### src/pfx_pkg.sv
package pfx_pkg;

	// Default operand stack depth
	localparam int unsigned STACK_DEPTH_DEF = 64;

	// Data word width of the stack and the arithmetic
	localparam int unsigned WORD_W = 32;

	// Expression characters
	localparam logic [7:0] CH_ZERO  = 8'h30;
	localparam logic [7:0] CH_NINE  = 8'h39;
	localparam logic [7:0] CH_PLUS  = 8'h2B;
	localparam logic [7:0] CH_MINUS = 8'h2D;
	localparam logic [7:0] CH_STAR  = 8'h2A;
	localparam logic [7:0] CH_SLASH = 8'h2F;

	typedef logic [WORD_W-1:0] word_t;

	typedef enum logic [1:0] {
		ST_OK        = 2'd0,
		ST_UNDERFLOW = 2'd1,
		ST_DIVZERO   = 2'd2,
		ST_OVERFLOW  = 2'd3
	} status_t;

	typedef enum logic [3:0] {
		S_IDLE,
		S_DISPATCH,
		S_RHS,
		S_LHS,
		S_EXEC,
		S_DIV,
		S_PUSH,
		S_FINISH,
		S_EMIT
	} state_t;

	// Divider request and response
	typedef struct packed {
		logic  start;
		word_t dividend;
		word_t divisor;
	} div_req_t;

	typedef struct packed {
		logic  done;
		word_t quotient;
	} div_rsp_t;

endpackage

### src/pfx_if.sv
interface pfx_expr_if;
	logic       valid;
	logic       ready;
	logic [7:0] symbol;
	logic       last;

	modport source (output valid, output symbol, output last, input ready);
	modport sink (input valid, input symbol, input last, output ready);
endinterface

interface pfx_result_if;
	logic                                valid;
	logic                                ready;
	logic signed [pfx_pkg::WORD_W-1:0]  value;
	logic [1:0]                          status;

	modport source (output valid, output value, output status, input ready);
	modport sink (input valid, input value, input status, output ready);
endinterface

### src/pfx_div.sv
module pfx_div (
	input  logic              clk,
	input  logic              arst_n,
	input  pfx_pkg::div_req_t req,
	output pfx_pkg::div_rsp_t rsp
);

	localparam int unsigned CNT_W = $clog2(pfx_pkg::WORD_W);

	logic                        busy_q;
	logic                        done_q;
	logic [CNT_W-1:0]            cnt_q;
	logic                        neg_q;
	pfx_pkg::word_t              rem_q;
	pfx_pkg::word_t              quo_q;
	pfx_pkg::word_t              dvs_q;
	logic                        a_neg;
	logic                        b_neg;
	pfx_pkg::word_t              a_mag;
	pfx_pkg::word_t              b_mag;
	logic [pfx_pkg::WORD_W:0]    rem_shift;
	logic [pfx_pkg::WORD_W:0]    diff;

	// Take magnitudes of the operands
	always_comb begin
		a_neg = req.dividend[pfx_pkg::WORD_W-1];
		b_neg = req.divisor[pfx_pkg::WORD_W-1];
		a_mag = a_neg ? pfx_pkg::word_t'(0) - req.dividend : req.dividend;
		b_mag = b_neg ? pfx_pkg::word_t'(0) - req.divisor : req.divisor;
	end

	// One restoring step: shift in the next dividend bit and trial subtract
	always_comb begin
		rem_shift = {rem_q, quo_q[pfx_pkg::WORD_W-1]};
		diff      = rem_shift - {1'b0, dvs_q};
	end

	// Sequence the iterations
	always_ff @(posedge clk or negedge arst_n) begin
		if (!arst_n) begin
			busy_q <= 1'b0;
			done_q <= 1'b0;
			cnt_q  <= '0;
		end else begin
			done_q <= 1'b0;
			if (req.start) begin
				busy_q <= 1'b1;
				cnt_q  <= CNT_W'(pfx_pkg::WORD_W - 1);
			end else if (busy_q) begin
				cnt_q <= cnt_q - CNT_W'(1);
				if (cnt_q == '0) begin
					busy_q <= 1'b0;
					done_q <= 1'b1;
				end
			end
		end
	end

	// Hold the partial remainder and the quotient bits
	always_ff @(posedge clk) begin
		if (req.start) begin
			neg_q <= a_neg ^ b_neg;
			rem_q <= '0;
			quo_q <= a_mag;
			dvs_q <= b_mag;
		end else if (busy_q) begin
			if (!diff[pfx_pkg::WORD_W]) begin
				rem_q <= diff[pfx_pkg::WORD_W-1:0];
				quo_q <= {quo_q[pfx_pkg::WORD_W-2:0], 1'b1};
			end else begin
				rem_q <= rem_shift[pfx_pkg::WORD_W-1:0];
				quo_q <= {quo_q[pfx_pkg::WORD_W-2:0], 1'b0};
			end
		end
	end

	// Apply the sign, truncating toward zero
	assign rsp.done     = done_q;
	assign rsp.quotient = neg_q ? pfx_pkg::word_t'(0) - quo_q : quo_q;

endmodule

### src/postfix_expression_evaluator_top.sv
// Postfix (RPN) evaluator: takes one expression character per word on expr.
// Digits push 0..9; + - * / pop right then left operand and push the
// 32-bit wrapping result (division truncates toward zero); other characters
// are ignored. On a word with last set, the top value is popped and sent on
// result with a status (0 ok, 1 underflow, 2 divide by zero, 3 overflow; the
// first error seen wins), then the stack and the error are cleared. One word
// is handled at a time: a digit is pushed through the push state; + - *
// go through two registered stack reads, an execute state and a push,
// and / also goes through the one-bit-per-cycle restoring divider in the
// divide state; a zero divisor skips the divider. A word with last then
// passes through an emit state, which waits while the previous result is
// still waiting to be taken. The stack is a STACK_DEPTH x 32 memory
// with no clearing pass after reset.
module postfix_expression_evaluator_top #(
	parameter int unsigned STACK_DEPTH = pfx_pkg::STACK_DEPTH_DEF
) (
	input logic clk,
	input logic arst_n,
	pfx_expr_if.sink     expr,
	pfx_result_if.source result
);

	localparam int unsigned AW = (STACK_DEPTH > 1) ? $clog2(STACK_DEPTH) : 1;
	localparam int unsigned CW = $clog2(STACK_DEPTH + 1);

	pfx_pkg::state_t    state_q, state_d;
	logic [CW-1:0]      count_q, count_d;
	logic [CW-1:0]      cnt_dec;
	pfx_pkg::status_t   sticky_q;
	logic               err_set;
	pfx_pkg::status_t   err_code;
	logic               sticky_clr;

	logic [7:0]         sym_q;
	logic               last_q;
	logic               is_digit;
	logic               is_op;

	pfx_pkg::word_t     stack_mem [STACK_DEPTH];
	pfx_pkg::word_t     rd_data_q;
	logic               rd_en;
	logic               wr_en;
	logic [AW-1:0]      rd_addr;
	logic [AW-1:0]      wr_addr;
	logic               rd_ok_q, rd_ok_d, rd_ok_ld;
	logic               pop_req;

	pfx_pkg::word_t     rhs_q;
	pfx_pkg::word_t     lhs_q;
	pfx_pkg::word_t     res_q, res_d;
	logic               rhs_ld;
	logic               lhs_ld;
	logic               res_ld;

	pfx_pkg::div_req_t  div_req;
	pfx_pkg::div_rsp_t  div_rsp;
	logic               div_start;

	logic               out_valid_q;
	pfx_pkg::word_t     out_value_q;
	logic [1:0]         out_status_q;
	logic               out_ld;

	// Classify the held character
	always_comb begin
		is_digit = 1'b0;
		is_op    = 1'b0;
		case (sym_q) inside
			[pfx_pkg::CH_ZERO:pfx_pkg::CH_NINE]: is_digit = 1'b1;
			pfx_pkg::CH_PLUS, pfx_pkg::CH_MINUS,
			pfx_pkg::CH_STAR, pfx_pkg::CH_SLASH: is_op = 1'b1;
			default: ;
		endcase
	end

	assign cnt_dec = count_q - CW'(1);

	// Sequencer: next state and control
	always_comb begin
		state_d    = state_q;
		count_d    = count_q;
		err_set    = 1'b0;
		err_code   = pfx_pkg::ST_OK;
		sticky_clr = 1'b0;
		pop_req    = 1'b0;
		rd_en      = 1'b0;
		rd_ok_ld   = 1'b0;
		rd_ok_d    = 1'b0;
		wr_en      = 1'b0;
		rd_addr    = cnt_dec[AW-1:0];
		wr_addr    = count_q[AW-1:0];
		rhs_ld     = 1'b0;
		lhs_ld     = 1'b0;
		res_ld     = 1'b0;
		res_d      = '0;
		div_start  = 1'b0;
		out_ld     = 1'b0;
		expr.ready = 1'b0;

		unique case (state_q)
			pfx_pkg::S_IDLE: begin
				expr.ready = 1'b1;
				if (expr.valid) begin
					state_d = pfx_pkg::S_DISPATCH;
				end
			end
			pfx_pkg::S_DISPATCH: begin
				if (is_digit) begin
					res_ld  = 1'b1;
					res_d   = pfx_pkg::word_t'(sym_q - pfx_pkg::CH_ZERO);
					state_d = pfx_pkg::S_PUSH;
				end else if (is_op) begin
					pop_req = 1'b1;
					state_d = pfx_pkg::S_RHS;
				end else begin
					state_d = pfx_pkg::S_FINISH;
				end
			end
			pfx_pkg::S_RHS: begin
				rhs_ld  = 1'b1;
				pop_req = 1'b1;
				state_d = pfx_pkg::S_LHS;
			end
			pfx_pkg::S_LHS: begin
				lhs_ld  = 1'b1;
				state_d = pfx_pkg::S_EXEC;
			end
			pfx_pkg::S_EXEC: begin
				case (sym_q)
					pfx_pkg::CH_PLUS: begin
						res_ld  = 1'b1;
						res_d   = lhs_q + rhs_q;
						state_d = pfx_pkg::S_PUSH;
					end
					pfx_pkg::CH_MINUS: begin
						res_ld  = 1'b1;
						res_d   = lhs_q - rhs_q;
						state_d = pfx_pkg::S_PUSH;
					end
					pfx_pkg::CH_STAR: begin
						res_ld  = 1'b1;
						res_d   = lhs_q * rhs_q;
						state_d = pfx_pkg::S_PUSH;
					end
					default: begin
						// Division: a zero divisor pushes zero
						if (rhs_q == '0) begin
							err_set  = 1'b1;
							err_code = pfx_pkg::ST_DIVZERO;
							res_ld   = 1'b1;
							state_d  = pfx_pkg::S_PUSH;
						end else begin
							div_start = 1'b1;
							state_d   = pfx_pkg::S_DIV;
						end
					end
				endcase
			end
			pfx_pkg::S_DIV: begin
				if (div_rsp.done) begin
					res_ld  = 1'b1;
					res_d   = div_rsp.quotient;
					state_d = pfx_pkg::S_PUSH;
				end
			end
			pfx_pkg::S_PUSH: begin
				if (count_q != CW'(STACK_DEPTH)) begin
					wr_en   = 1'b1;
					count_d = count_q + CW'(1);
				end else begin
					err_set  = 1'b1;
					err_code = pfx_pkg::ST_OVERFLOW;
				end
				state_d = pfx_pkg::S_FINISH;
			end
			pfx_pkg::S_FINISH: begin
				if (last_q) begin
					pop_req = 1'b1;
					state_d = pfx_pkg::S_EMIT;
				end else begin
					state_d = pfx_pkg::S_IDLE;
				end
			end
			pfx_pkg::S_EMIT: begin
				if (!out_valid_q || result.ready) begin
					out_ld     = 1'b1;
					count_d    = '0;
					sticky_clr = 1'b1;
					state_d    = pfx_pkg::S_IDLE;
				end
			end
			default: state_d = pfx_pkg::S_IDLE;
		endcase

		// Pop: read the top entry, or flag underflow and read as zero
		if (pop_req) begin
			rd_ok_ld = 1'b1;
			if (count_q == '0) begin
				err_set  = 1'b1;
				err_code = pfx_pkg::ST_UNDERFLOW;
			end else begin
				count_d = cnt_dec;
				rd_en   = 1'b1;
				rd_ok_d = 1'b1;
			end
		end
	end

	// Control registers
	always_ff @(posedge clk or negedge arst_n) begin
		if (!arst_n) begin
			state_q     <= pfx_pkg::S_IDLE;
			count_q     <= '0;
			sticky_q    <= pfx_pkg::ST_OK;
			out_valid_q <= 1'b0;
		end else begin
			state_q <= state_d;
			count_q <= count_d;
			if (sticky_clr) begin
				sticky_q <= pfx_pkg::ST_OK;
			end else if (err_set && sticky_q == pfx_pkg::ST_OK) begin
				sticky_q <= err_code;
			end
			if (out_ld) begin
				out_valid_q <= 1'b1;
			end else if (result.ready) begin
				out_valid_q <= 1'b0;
			end
		end
	end

	// Operand stack memory
	always_ff @(posedge clk) begin
		if (wr_en) begin
			stack_mem[wr_addr] <= res_q;
		end
	end

	always_ff @(posedge clk) begin
		if (rd_en) begin
			rd_data_q <= stack_mem[rd_addr];
		end
	end

	// Payload registers
	always_ff @(posedge clk) begin
		if (expr.valid && expr.ready) begin
			sym_q  <= expr.symbol;
			last_q <= expr.last;
		end
		if (rd_ok_ld) begin
			rd_ok_q <= rd_ok_d;
		end
		if (rhs_ld) begin
			rhs_q <= rd_ok_q ? rd_data_q : '0;
		end
		if (lhs_ld) begin
			lhs_q <= rd_ok_q ? rd_data_q : '0;
		end
		if (res_ld) begin
			res_q <= res_d;
		end
		if (out_ld) begin
			out_value_q  <= rd_ok_q ? rd_data_q : '0;
			out_status_q <= sticky_q;
		end
	end

	// Divider
	always_comb begin
		div_req.start    = div_start;
		div_req.dividend = lhs_q;
		div_req.divisor  = rhs_q;
	end

	pfx_div u_div (
		.clk    (clk),
		.arst_n (arst_n),
		.req    (div_req),
		.rsp    (div_rsp)
	);

	assign result.valid  = out_valid_q;
	assign result.value  = out_value_q;
	assign result.status = out_status_q;

`ifndef NO_ASSERTIONS
	a_count_bound: assert property (@(posedge clk) disable iff (!arst_n)
		count_q <= CW'(STACK_DEPTH))
		else $error("stack count beyond depth");

	a_no_write_full: assert property (@(posedge clk) disable iff (!arst_n)
		wr_en |-> count_q != CW'(STACK_DEPTH))
		else $error("push into a full stack");

	a_div_in_state: assert property (@(posedge clk) disable iff (!arst_n)
		div_rsp.done |-> state_q == pfx_pkg::S_DIV)
		else $error("divider finished outside the divide state");

	a_accept_dispatch: assert property (@(posedge clk) disable iff (!arst_n)
		expr.valid && expr.ready |=> state_q == pfx_pkg::S_DISPATCH)
		else $error("accepted word not dispatched");

	a_emit_clears: assert property (@(posedge clk) disable iff (!arst_n)
		out_ld |=> result.valid && count_q == '0 && sticky_q == pfx_pkg::ST_OK)
		else $error("result not shown or state not cleared");
`endif

endmodule
### src/flat_wrapper.sv
// flat-port wrapper written by rule: the top's interface ports become plain ports
module postfix_expression_evaluator_top_flat 
#(
	parameter int unsigned STACK_DEPTH = pfx_pkg::STACK_DEPTH_DEF
)
  (clk, arst_n, expr_valid, expr_symbol, expr_last, expr_ready, result_valid, result_value, result_status, result_ready);
  pfx_expr_if expr_i ();
  pfx_result_if result_i ();
  input logic clk;
  input logic arst_n;
  input wire logic [$bits(expr_i.valid)-1:0] expr_valid;
  input wire logic [$bits(expr_i.symbol)-1:0] expr_symbol;
  input wire logic [$bits(expr_i.last)-1:0] expr_last;
  output wire logic [$bits(expr_i.ready)-1:0] expr_ready;
  output wire logic [$bits(result_i.valid)-1:0] result_valid;
  output wire logic [$bits(result_i.value)-1:0] result_value;
  output wire logic [$bits(result_i.status)-1:0] result_status;
  input wire logic [$bits(result_i.ready)-1:0] result_ready;
  assign expr_i.valid = expr_valid;
  assign expr_i.symbol = expr_symbol;
  assign expr_i.last = expr_last;
  assign expr_ready = expr_i.ready;
  assign result_valid = result_i.valid;
  assign result_value = result_i.value;
  assign result_status = result_i.status;
  assign result_i.ready = result_ready;
  postfix_expression_evaluator_top #(.STACK_DEPTH(STACK_DEPTH)) u_core (.clk(clk), .arst_n(arst_n), .expr(expr_i), .result(result_i));
endmodule
### config.mk
export PLATFORM = sky130hd
export DESIGN_NAME = postfix_expression_evaluator_top_flat
export DESIGN_NICKNAME = d
export VERILOG_FILES = /design/src/pfx_pkg.sv /design/src/pfx_if.sv /design/src/pfx_div.sv /design/src/postfix_expression_evaluator_top.sv /design/src/flat_wrapper.sv
export SDC_FILE = /design/constraint.sdc
export NUM_CORES = 2
export LEC_CHECK = 0
export ABC_AREA = 1
export BUFFER_PORTS_ARGS = -buffer_cell sky130_fd_sc_hd__buf_4
export CORE_MARGIN = 8
export CORE_UTILIZATION = 48
export DETAILED_ROUTE_END_ITERATION = 12
export HOLD_SLACK_MARGIN = 0.03
export PLACE_DENSITY_LB_ADDON = 0.2
export SYNTH_ARGS = -nofsm -noshare
export SYNTH_HDL_FRONTEND = slang
export SYNTH_SLANG_ARGS = --single-unit
### constraint.sdc
create_clock -name clk -period 21 [get_ports clk]
set_input_delay 1.05 -clock clk [delete_from_list [all_inputs] [get_ports clk]]
set_output_delay 1.05 -clock clk [all_outputs]
set_load 0.02 [all_outputs]
==> reports/metrics.cfg <==
[floorplanning]
die_y_um = 504
start_util_pct = 48.2
rows = 179
dieArea_sq_um = 254000
die_x_um = 504
coreArea_sq_um = 238000
ios = 49

[setup_path]
cpMostUsedCell = fa_1
cp.arrival_ps = 8270
r2r_end = u_core.res_q[22]
start_kind = flip-flop
cp_max_fo = 20
cp-end-kind = flip-flop
cp_slowest_cell = edfxtp_1
reg2reg_depth = 24
worstSetupPathType = reg2reg
ff2ff_setup_slack_ps = 13290
r2r_start = u_core.lhs_q[17]
slowest_delay_ps = 1110
worstPathCellList = nand2_1 > inv_1 > fa_1 > inv_1 > fa_1 > fa_1 > fa_1 > inv_1 > fa_1 > fa_1 > fa_1 > fa_1 > ha_1 > nand4_1 > nor3_1 > nand4_1 > nand3_1 > nand3_1 > nand2_1 > a21oi_1 > o21ai_0 > nand2_1 > nand2_1 > nand3_1
cp_data_required_time_ps = 21560

[routing]
wire_per_inst_um = 26.4
firstDrtPassIters = 6
first_iter_violations = 11200
wl_met1_mm = 148
drcViolationCount = 0
dr_wl_met2_mm = 159
ant_nets = 0
top_layer = met5
avgViaCountPerCell = 5.97
vias = 81300
dr_wl_met3_mm = 39.5
routed_wl_mm = 359

[placed_design]
post-dp-hpwl_mm = 209
routabilityCongestion = 0.934
port-buffer-count = 48

[cts]
hold_buffers = 0
cts_tree = yes
htree_levels = 4
clk_pin_slew_ps = 60
clockBufferDepth = 3
clock-root-buffer = clkbuf_16
numCtsBuffers = 233
post_cts_resized = 0
post_cts.repair.setup_buffers = 0
cts.sinks = 2338
clock_latency_ps = 880

[timing]
rsz0062_at_grt = no
slew_headroom_pct = 14.1
final.setup.tns_ps = 0
finClkSkew_ps = 38.0
worstMarginPinSlew_ps = 1290
period_needed_ps = 7710
clock.fmax_mhz = 130
setup_viol_count_final = 0
period_share_pct = 36.7
drv_slew = 0
final_hold_viol_count = 0

[logic_synthesis]
netlist_instances = 10400
synth-edff-count = 2285
syn_nets = 11000
avgSynthCellArea_sq_um = 11.0
async_flop_share_pct = 0.898
synth.yosys.seq_area_share_pct = 61.0
ys_ff_latch = 2338
syn_area_sq_um = 114000
synth.distinct_cells = 69
synth_top_flop_cell = edfxtp_1
ys.warnings.count = 0

[global_route]
grt_pass1_vias = 78000
grt_max_degree = 208
grt-ovfl-total = 0
antenna_found_initial = 32
grt_pass1_wl_mm = 523
grt_usage_pct = 27.3

[worst_hold_path]
hp-class = in2async

[run_status]
status = completed

[finish]
drive_gt1_share_pct = 7.17
final_nets = 10900
syn_to_final_growth_pct = 9.78
utilization_pct = 52.9
layout_commonest_cell = edfxtp_1
mostFrequentLayoutCells = 2,285 x edfxtp_1, 1,510 x nor2_1, 1,489 x o21ai_0

[run]
cap_viol_max_count = 0

-- critical path: cells and delay by family, from the launching register on --
family	cells	cell delay, ps
buf+inv	3	260
simple gates	10	1500
fa+ha+maj	9	4250
compound gates	2	280
flops	1	1110
-- per-stage QoR --
| step | hold slack, ps | worst slack [ps] | area [sq um] | std cells |
|---|---|---|---|---|
| finish | 77.5 | 13290 | 126000 | 13600 |
| global route | 59.5 | 12960 | 126000 | 13600 |
| CTS | 32.4 | 13320 | 126000 | 13600 |
| detailed placement | 462 | 13370 | 118000 | 13200 |
| global placement | 460 | 13350 | 118000 | 13200 |
| floorplan | 425 | 13960 | 114000 | 10400 |
-- cell families (layout without fill, tap and decap cells) --
family,count (synthesis),count (layout),share of synthesized area [%]
and+or+nand+nor,3148,3148,11.0
other,0,9,0
xor gates and xnor gates,99,99,0.757
DFF,2338,2338,61.0
AOI/OAI and AO/OA,2532,2532,12.2
adders and majority gates,606,606,9.31
buffers and inverters,1696,1719,5.81
-- Yosys cell counts, drive strengths merged, types with 27 or more instances --
cell type,instances,area (sq um)
nand3,164,848
nor2,1589,6030
o22ai,660,4130
clkbuf,471,1770
fa,410,8210
dfxtp,32,641
edfxtp,2285,68600
xor2,64,561
inv,1053,3950
o21ai,1573,7880
nor3,61,345
xnor2,35,307
nand2,1252,4750
or2,27,169
o211ai,41,378
buf,166,900
a21oi,166,831
ha,196,2450
-- worst max-delay path by stage --
stage               slack, ps  depth (start not counted)        startpoint               end
floorplan               13960                         29   u_core.rhs_q[6]  u_core.res_q[29]
global placement        13350                         24  u_core.lhs_q[17]  u_core.res_q[27]
detailed placement      13370                         24  u_core.lhs_q[17]  u_core.res_q[22]
CTS                     13320                         24  u_core.lhs_q[17]  u_core.res_q[22]
global route            12960                         24  u_core.lhs_q[17]  u_core.res_q[22]
finish                  13290                         24  u_core.lhs_q[17]  u_core.res_q[22]
-- layout make-up --
| class | count | area, sq um |
|---|---|---|
| clock buffer | 283 | 6080 |
| multi-input combinational | 6385 | 38600 |
| timing repair buffer | 249 | 2020 |
| inverter | 1059 | 4010 |
| sequential | 2338 | 69800 |
| tap | 3167 | 3960 |
| fill | 20500 | 112000 |
| antenna | 9 | 22.5 |
| clock inverter | 128 | 1200 |
-- routing by layer --
metal	up-vias	global-route usage [%]
li1	35800	-
met1	40500	39.4
met2	4303	41.8
met3	710	5.89
met4	8	8.19
met5	-	0
-- sequential cells by signal (all words and copies together), names as in the netlist --
register              cells
u_core.lhs_q             32
u_core.result.status      2
u_core.count_q            7
u_core.u_div.neg_q        1
u_core.res_q             32
u_core.sticky_q           2
u_core.sym_q              8
u_core.u_div.rem_q       32
u_core.stack_mem       2048
u_core.u_div.busy_q       1
u_core.u_div.quo_q       32
u_core.rhs_q             32
u_core.rd_data_q         32
u_core.rd_ok_q            1
u_core.u_div.cnt_q        5
u_core.last_q             1
u_core.state_q            4
u_core.result.valid       1
u_core.u_div.dvs_q       32
u_core.u_div.done_q       1
u_core.result.value      32
Power is not shown: default switching activity piles up to over one toggle a cycle in this logic, so the estimate is an artifact.
